$ cat config.mk
export PLATFORM = sky130hd
export DESIGN_NAME = dlte_queue
export DESIGN_NICKNAME = d
export VERILOG_FILES = /design/src/dlte_pkg.sv /design/src/dlte_queue.sv
export SDC_FILE = /design/constraint.sdc
export NUM_CORES = 1
export LEC_CHECK = 0
export BUFFER_PORTS_ARGS = -buffer_cell sky130_fd_sc_hd__buf_4
export CORE_AREA = 2 2 99 101
export CTS_CLUSTER_SIZE = 8
export DETAILED_ROUTE_END_ITERATION = 12
export DIE_AREA = 0 0 101 103
export PLACE_DENSITY = 0.74
export SYNTH_ARGS = -nofsm -noshare
export SYNTH_HDL_FRONTEND = slang
export SYNTH_SLANG_ARGS = --single-unit
$ cat constraint.sdc
create_clock -name clk -period 2.16 [get_ports clk]
set_input_delay 0.108 -clock clk [delete_from_list [all_inputs] [get_ports clk]]
set_output_delay 0.108 -clock clk [all_outputs]
set_load 0.02 [all_outputs]
$ cat src/dlte_pkg.sv
// package: shared types, codes and constants of the dense layer engine
`timescale 1ns / 1ps
`default_nettype none
package dlte_pkg;

  localparam int DEF_MAX_INPUTS  = 64;
  localparam int DEF_MAX_OUTPUTS = 64;
  localparam int DEF_VALUE_WIDTH = 16;

  localparam int FIELD_W     = 16;
  localparam int INDEX_W     = 6;
  localparam int COUNT_W     = 7;
  localparam int RATE_W      = 16;
  localparam int CFG_INDEX_W = 2;
  localparam int CFG_DATA_W  = 16;
  localparam int FRAC_BITS   = 12;
  localparam int BIAS_RESET  = 410;
  localparam int QUEUE_DEPTH = 4;

  localparam logic [CFG_INDEX_W-1:0] CFG_INPUT_COUNT   = 2'd0;
  localparam logic [CFG_INDEX_W-1:0] CFG_OUTPUT_COUNT  = 2'd1;
  localparam logic [CFG_INDEX_W-1:0] CFG_LEARNING_RATE = 2'd2;

  typedef enum logic [2:0] {
    OP_WR_WEIGHT = 3'd0,
    OP_WR_BIAS   = 3'd1,
    OP_LD_ACT    = 3'd2,
    OP_LD_ERR    = 3'd3,
    OP_FORWARD   = 3'd4,
    OP_BACKWARD  = 3'd5,
    OP_UPDATE    = 3'd6
  } opcode_t;

  typedef enum logic [3:0] {
    U_WR_W,
    U_WR_B,
    U_WR_A,
    U_WR_E,
    U_FWD,
    U_GRAD,
    U_PROP,
    U_ECLR,
    U_UPD
  } uop_t;

  typedef enum logic [3:0] {
    ST_CLEAR,
    ST_IDLE,
    ST_ISSUE,
    ST_FWD,
    ST_GRAD,
    ST_PROP,
    ST_ECLR,
    ST_UPD,
    ST_DRAIN
  } eng_state_t;

  typedef struct packed {
    opcode_t                    op;
    logic [INDEX_W-1:0]         row;
    logic [INDEX_W-1:0]         col;
    logic signed [FIELD_W-1:0]  data;
    logic                       prop;
  } cmd_t;

endpackage
`default_nettype wire

$ cat src/dlte_queue.sv
// command queue between front and back
`timescale 1ns / 1ps
`default_nettype none
module dlte_queue
  import dlte_pkg::*;
(
  input  wire logic clk,
  input  wire logic rst,
  input  wire logic push,
  input  wire cmd_t push_cmd,
  output logic      full,
  input  wire logic pop,
  output cmd_t      head,
  output logic      head_valid
);
  localparam int PW = $clog2(QUEUE_DEPTH);

  cmd_t            slots [QUEUE_DEPTH];
  logic [PW-1:0]   wr_ptr;
  logic [PW-1:0]   rd_ptr;
  logic [PW:0]     fill;

  assign full       = (fill == (PW+1)'(QUEUE_DEPTH));
  assign head_valid = (fill != '0);
  assign head       = slots[rd_ptr];

  always_ff @(posedge clk) begin
    if (push && !full) begin
      slots[wr_ptr] <= push_cmd;
    end
  end

  always_ff @(posedge clk) begin
    if (rst) begin
      wr_ptr <= '0;
      rd_ptr <= '0;
      fill   <= '0;
    end else begin
      if (push && !full) wr_ptr <= wr_ptr + 1'b1;
      if (pop && head_valid) rd_ptr <= rd_ptr + 1'b1;
      case ({push && !full, pop && head_valid})
        2'b10:   fill <= fill + 1'b1;
        2'b01:   fill <= fill - 1'b1;
        default: fill <= fill;
      endcase
    end
  end
endmodule
`default_nettype wire

Word level (Yosys, flattened, before mapping)

Memory sizes are Yosys's and may differ from the RTL's. A register that Yosys moved wholly into a read port is not among the register bits.
Index checks and enable logic that the tools add are counted.

Flip-flop bits (word level): 7
Output and inout port bits: 34
Memories kept: 1
Logic and storage cells: 21
Input port bits: 36
RAM bits: 128

Add/subtract/negate cells: 4
Multiplexer cells: 5
Reduce and logical (&&, ||, !) cells: 5
Equality and inequality tests: 3

Memories:

| name  | depth | bits a word | rd ports | clocked after Yosys merged registers in | wr ports | RTL line         | RTL |
|---|---|---|---|---|---|---|---|
| slots | 4     | 32          | 1        | 1                                       | 1        | dlte_queue.sv:18 | `cmd_t slots [QUEUE_DEPTH];` |

Operators by type and width:

| operator            | count |
|---|---|
| $pmux 3 s2          | 1 |
| $add 2x1->2 const B | 2 |
| $mux 2              | 2 |
| $add 3x1->3 const B | 1 |
| $eq 3x3->1 const B  | 1 |
| $reduce_bool 3->1   | 1 |
| $sub 3x1->3 const B | 1 |
| $eq 2x1->1 const B  | 1 |
| $eq 2x2->1 const B  | 1 |
| $logic_and 1x1->1   | 2 |
| $mux 1              | 2 |
| $reduce_bool 2->1   | 1 |
| $logic_not 1->1     | 1 |

Depth between registers and ports, before layout

Depth in word-level cells: 5
Mapped depth: 9
Gate-level depth less buffers: 9

Worst setup path after synthesis

No wires, ideal clock.

Path kind: flip-flop to flip-flop
From: register fill[2]
To: register fill[2]
Path slack: -0.071 ns
Library setup time: 0.070 ns
Required time: 2.090 ns
Cell stages (with the launch flop): 10
Arrival time: 2.161 ns
Period minus slack after synthesis: 2.231 ns
Path buffers: 0
Cell sequence: dfxtp_1 -> nor3b_2 -> nor2_1 -> inv_1 -> ha_1 -> inv_1 -> fa_1 -> xor2_1 -> or3_1 -> a21oi_1

Longest elaborated chain between the ends: 5
Elaborated cells on any way between the ends: 11
Classes of those cells: add/sub (2); eq/ne (3); mux (1); reduce/logical (5)

RTL lines:

| element                                                | RTL line         | RTL |
|---|---|---|
| from (decl)                                            | dlte_queue.sv:21 | `logic [PW:0] fill;` |
| from (signal assigned)                                 | dlte_queue.sv:42 | `2'b10: fill <= fill + 1'b1;` |
| from (signal assigned)                                 | dlte_queue.sv:43 | `2'b01: fill <= fill - 1'b1;` |
| from (signal assigned)                                 | dlte_queue.sv:44 | `default: fill <= fill;` |
| $eq 3x3->1 *                                           | dlte_queue.sv:23 | `assign full = (fill == (PW+1)'(QUEUE_DEPTH));` |
| net full                                               | dlte_queue.sv:11 | `output logic full,` |
| $logic_not 1->1 *                                      | dlte_queue.sv:41 | `case ({push && !full, pop && head_valid})` |
| $logic_and 1x1->1 *                                    | dlte_queue.sv:41 |  |
| $eq 2x1->1 / $eq 2x2->1 (equally long branches)        | dlte_queue.sv:41 |  |
| $pmux 3 s2 / $reduce_bool 2->1 (equally long branches) | -                |  |

Mark *: on every way through the listed nets, which the timed path passes. The rest lies on a longest branch.
A chain may end at the register's enable or synchronous reset.

Worst setup path after layout

From: register fill[0]
To: register fill[2]

Longest elaborated chain between the ends: 5
Elaborated cells on any way between the ends: 11
Classes of those cells: add/sub (2); eq/ne (3); mux (1); reduce/logical (5)

RTL lines:

| element                                                | RTL line |
|---|---|
| $eq 3x3->1                                             | dlte_queue.sv:23 |
| $logic_not 1->1                                        | dlte_queue.sv:41 |
| $logic_and 1x1->1                                      | dlte_queue.sv:41 |
| $eq 2x1->1 / $eq 2x2->1 (equally long branches)        | dlte_queue.sv:41 |
| $pmux 3 s2 / $reduce_bool 2->1 (equally long branches) | - |

Parallel ways exist; a longest one is shown, timed or not.

==> flow_results.xml <==
<?xml version="1.0" encoding="UTF-8"?>
<metrics>
  <group name="run_status">
    <metric name="status" unit="">finished clean</metric>
  </group>
  <group name="timing">
    <metric name="final.min_clock_period" unit="ns">2.033</metric>
    <metric name="setup_viol_count_final" unit="">0</metric>
    <metric name="slew_headroom" unit="%">70.92</metric>
    <metric name="totalNegativeSetupSlack" unit="ns">0</metric>
    <metric name="worst_slew_pin_slew" unit="ns">0.4363</metric>
    <metric name="skew" unit="ns">0.007872</metric>
    <metric name="slew_violations" unit="">0</metric>
    <metric name="min_period_over_period" unit="%">94.12</metric>
    <metric name="finalHoldViolations" unit="">0</metric>
    <metric name="achievable-frequency" unit="MHz">491.9</metric>
  </group>
  <group name="grt">
    <metric name="global_route_total_overflow" unit="">0</metric>
    <metric name="antenna_found_initial" unit="">0</metric>
    <metric name="pin_count_of_the_biggest_net_entering_global_routing" unit="">25</metric>
    <metric name="grt_util_all_layers" unit="%">18.07</metric>
    <metric name="grt_first_pass_wirelength" unit="µm">13210</metric>
    <metric name="first_global_vias" unit="">2597</metric>
  </group>
  <group name="worst_setup_path">
    <metric name="startpoint" unit="">fill[0]$_SDFFE_PP0P_</metric>
    <metric name="start_kind" unit="">register</metric>
    <metric name="crit-reg2reg-capture" unit="">fill[2]$_SDFFE_PP0P_</metric>
    <metric name="critPathArrivalTime" unit="ns">2.47</metric>
    <metric name="worstRegToRegCells" unit="">9</metric>
    <metric name="reg2reg_setup_slack" unit="ns">0.13</metric>
    <metric name="setup.worst_path.class" unit="">register to register</metric>
    <metric name="cp_max_fo" unit="">6</metric>
    <metric name="worstReg2RegStart" unit="">fill[0]$_SDFFE_PP0P_</metric>
    <metric name="critPathCapture" unit="">fill[2]$_SDFFE_PP0P_</metric>
    <metric name="critPathRequiredTime" unit="ns">2.59</metric>
    <metric name="timing.critical_path.to_type" unit="">register</metric>
  </group>
  <group name="yosys">
    <metric name="synth_top_family_by_area" unit="">multiplexers</metric>
    <metric name="compound_cell_area_share_of_the_yosys_netlist" unit="%">0.8287</metric>
    <metric name="synth_largest_type_area_fraction" unit="%">74.87</metric>
    <metric name="synth_sequential_area_ratio" unit="%">78.38</metric>
    <metric name="yosys.area_share.adder" unit="%">1.609</metric>
    <metric name="synth_area_per_cell" unit="µm²">23.44</metric>
    <metric name="synth_top_cells_by_area" unit="">sky130_fd_sc_hd__edfxtp_1 (75%), sky130_fd_sc_hd__mux4_2 (13%), sky130_fd_sc_hd__dfxtp_1 (3.5%)</metric>
    <metric name="postSynthNetCount" unit="">261</metric>
    <metric name="ys_seq_elements" unit="">137</metric>
    <metric name="ys.warnings.count" unit="">0</metric>
    <metric name="synthDistinctLibCells" unit="">23</metric>
    <metric name="syn-instance-count" unit="">219</metric>
    <metric name="synthSimpleGateAreaFrac" unit="%">1.852</metric>
    <metric name="synth_top_cell_by_area" unit="">sky130_fd_sc_hd__edfxtp_1</metric>
    <metric name="synth_mux_area_share" unit="%">14.38</metric>
    <metric name="post_synth_xor_area_fraction" unit="%">0.6824</metric>
    <metric name="synthesis.area" unit="µm²">5134</metric>
  </group>
  <group name="final_layout">
    <metric name="finish.cell_count_without_fillers" unit="">470</metric>
    <metric name="final_layout_size_suffix_gt1_share" unit="%">42.13</metric>
    <metric name="flow.area_growth_from_synthesis" unit="%">32.12</metric>
    <metric name="nets" unit="">385</metric>
    <metric name="diodes" unit="">0</metric>
  </group>
  <group name="floorplanning">
    <metric name="core" unit="µm²">9459</metric>
    <metric name="num_rows" unit="">36</metric>
    <metric name="dieArea" unit="µm²">10400</metric>
    <metric name="initial_core_util" unit="%">54.27</metric>
    <metric name="die_h" unit="µm">103</metric>
    <metric name="die-width" unit="µm">101</metric>
    <metric name="boundaryPins" unit="">70</metric>
  </group>
  <group name="route">
    <metric name="drc" unit="">0</metric>
    <metric name="drtAntennaViolNets" unit="">0</metric>
    <metric name="first_pass_iteration_count_of_the_detailed_router" unit="">4</metric>
    <metric name="wirelength" unit="µm">8714</metric>
    <metric name="drt-initial-drc-count" unit="">116</metric>
    <metric name="vias_per_cell" unit="">5.281</metric>
    <metric name="route.vias.total" unit="">2482</metric>
    <metric name="wire_per_inst" unit="µm">18.54</metric>
  </group>
  <group name="place">
    <metric name="post-dp-hpwl" unit="µm">4892</metric>
    <metric name="port_buffers" unit="">69</metric>
    <metric name="routability_cong" unit="">0.7204</metric>
    <metric name="place_inst" unit="">403</metric>
  </group>
  <group name="clock_tree">
    <metric name="number_of_cts_inserted_buffers" unit="">17</metric>
    <metric name="htreeDepth" unit="">4</metric>
    <metric name="clock_latency" unit="ns">0.51</metric>
    <metric name="number_of_buffers_between_clock_root_and_the_deepest_sink" unit="">2</metric>
    <metric name="tritoncts" unit="">done</metric>
    <metric name="clock-sinks" unit="">137</metric>
    <metric name="clk_pin_slew" unit="ns">0.06</metric>
    <metric name="clk_root_buffer_cell" unit="">sky130_fd_sc_hd__clkbuf_8</metric>
  </group>
  <group name="power_and_ir_drop">
    <metric name="p_int" unit="W">0.005998</metric>
    <metric name="power_switching_share" unit="%">26.54</metric>
    <metric name="power_frac_comb" unit="%">25.9</metric>
    <metric name="switching_power" unit="W">0.002167</metric>
    <metric name="power-per-cell-area" unit="nW/µm²">1204</metric>
    <metric name="report.power.total" unit="W">0.008165</metric>
    <metric name="vdd_ir_drop_max" unit="V">0.0008055</metric>
    <metric name="power.share.clock" unit="%">33.7</metric>
    <metric name="leakagePower" unit="nW">2.376</metric>
    <metric name="power.share.sequential" unit="%">40.4</metric>
  </group>
  <group name="job">
    <metric name="maxCapViolCount" unit="">0</metric>
  </group>
  <group name="worst_hold_path">
    <metric name="min_path_cells" unit="">4</metric>
    <metric name="hold_path_class" unit="">input pin to register</metric>
  </group>
</metrics>
[how the worst min path moves through the flow]
stage	from	end	slack, ns
global placement	push_cmd[5]	slots[2][5]$_DFFE_PP_	0.31
detailed placement	push_cmd[16]	slots[1][16]$_DFFE_PP_	0.31
floorplan	push_cmd[0]	slots[0][0]$_DFFE_PP_	0.21
global route	pop	register	0.08
CTS	pop	register	0.04
finish	pop	register	0.06
[power by group through the flow]
stage / clock network (W) / registers [W] / logic, W
after floorplan: 0 / 0.00330 / 0.00143
after global placement: 0 / 0.00333 / 0.00205
after detailed placement: 0 / 0.00335 / 0.00207
after CTS: 0.00280 / 0.00330 / 0.00213
after global routing: 0.00291 / 0.00332 / 0.00227
final: 0.00275 / 0.00330 / 0.00211
[state kept, by name, indices dropped and copies added, names as in the netlist, named ones only]
register and flops:
rd_ptr 2, fill 3, slots 128, wr_ptr 2
[layout make-up]
cell class	count	area [µm²]
Fill cell	580	2676
Sequential cell	137	4033
Timing Repair Buffer	113	996.0
Clock inverter	13	153.9
Clock buffer	19	421.7
Inverter	7	26.28
Multi-Input combinational cell	67	1010
Tap cell	114	142.6
[routing by layer]
layer  global-route usage, %  vias to the layer above  part of all wire, %
met5                       0                        -                    0
met4                   8.628                        0                  1.5
met3                   5.424                       10                  4.2
met2                   29.38                       63                   53
met1                   22.59                     1252                   42
li1                        -                     1157                    -
[through the flow]
| step | area [µm²] | hold WS (ns) | utilization (%) | setup WS [ns] |
|---|---|---|---|---|
| after floorplan | 5140 | 0.2069 | - | 0.02221 |
| after global placement | 5848 | 0.3081 | 61.83 | 0.1840 |
| after detailed placement | 5848 | 0.3114 | 61.83 | 0.04598 |
| after CTS | 6764 | 0.03892 | 71.51 | 0.03215 |
| after global routing | 6783 | 0.08091 | 71.71 | -0.003390 |
| final | 6783 | 0.06477 | 71.71 | 0.1270 |
[placed cells by master, fill, tap and decap left out, types with 2 or more instances in the layout]
cell type | Yosys | layout
sky130_fd_sc_hd__clkinv_4 | 0 | 2
sky130_fd_sc_hd__nand2b_1 | 2 | 2
sky130_fd_sc_hd__o21ai_0 | 2 | 2
sky130_fd_sc_hd__or3_1 | 3 | 3
sky130_fd_sc_hd__ha_1 | 5 | 4
sky130_fd_sc_hd__clkbuf_1 | 0 | 2
sky130_fd_sc_hd__buf_4 | 0 | 74
sky130_fd_sc_hd__dfxtp_2 | 0 | 4
sky130_fd_sc_hd__a21oi_1 | 3 | 3
sky130_fd_sc_hd__clkbuf_16 | 0 | 16
sky130_fd_sc_hd__inv_1 | 7 | 7
sky130_fd_sc_hd__and2_2 | 0 | 4
sky130_fd_sc_hd__edfxtp_1 | 128 | 128
sky130_fd_sc_hd__dfxtp_1 | 9 | 4
sky130_fd_sc_hd__bufinv_16 | 0 | 3
sky130_fd_sc_hd__mux4_1 | 2 | 2
sky130_fd_sc_hd__nor2_1 | 7 | 7
sky130_fd_sc_hd__clkinvlp_4 | 0 | 3
sky130_fd_sc_hd__buf_12 | 3 | 5
sky130_fd_sc_hd__mux4_2 | 30 | 30
sky130_fd_sc_hd__clkinv_2 | 0 | 4
sky130_fd_sc_hd__dlygate4sd3_1 | 0 | 34
sky130_fd_sc_hd__xor2_1 | 3 | 3
[what timing repair did]
item | CTS | global route
hold endpoints to repair | 137 | 0
resized for setup | 0 | 6
hold buffers | 34 | 0
endpoints found under the setup margin | 0 | 1
buffers inserted | 0 | 1
[Yosys cell counts]
master                     count
sky130_fd_sc_hd__xnor2_1       1
sky130_fd_sc_hd__or3_1         3
sky130_fd_sc_hd__o21ai_0       2
sky130_fd_sc_hd__nor3b_2       1
sky130_fd_sc_hd__buf_12        3
sky130_fd_sc_hd__a21oi_1       3
sky130_fd_sc_hd__o311ai_1      1
sky130_fd_sc_hd__and2_1        4
sky130_fd_sc_hd__xor2_1        3
sky130_fd_sc_hd__buf_2         3
sky130_fd_sc_hd__edfxtp_1    128
sky130_fd_sc_hd__fa_1          1
sky130_fd_sc_hd__inv_1         7
sky130_fd_sc_hd__buf_1         1
sky130_fd_sc_hd__buf_6         1
sky130_fd_sc_hd__ha_1          5
sky130_fd_sc_hd__mux4_1        2
sky130_fd_sc_hd__nand2b_1      2
sky130_fd_sc_hd__dfxtp_1       9
sky130_fd_sc_hd__mux2i_1       1
sky130_fd_sc_hd__nor2_1        7
sky130_fd_sc_hd__mux4_2       30
sky130_fd_sc_hd__o31a_1        1
[cell families after synthesis]
| kind of cell | Yosys count |
|---|---|
| xor+xnor | 4 |
| fa+ha+maj | 6 |
| mux | 33 |
| flops | 137 |
| compound gates | 7 |
| simple gates | 17 |
| buf+inv | 15 |
[critical path, cell delays in order, from the launching register on]
cell,delay [ns]
sky130_fd_sc_hd__dfxtp_2,0.36
sky130_fd_sc_hd__nor3b_4,0.25
sky130_fd_sc_hd__nor2_1,0.09
sky130_fd_sc_hd__inv_1,0.07
sky130_fd_sc_hd__ha_2,0.19
sky130_fd_sc_hd__inv_1,0.06
sky130_fd_sc_hd__fa_2,0.34
sky130_fd_sc_hd__xor2_1,0.16
sky130_fd_sc_hd__or3_1,0.31
sky130_fd_sc_hd__a21oi_1,0.14
Note: power is estimated with default switching activity, not from simulation.
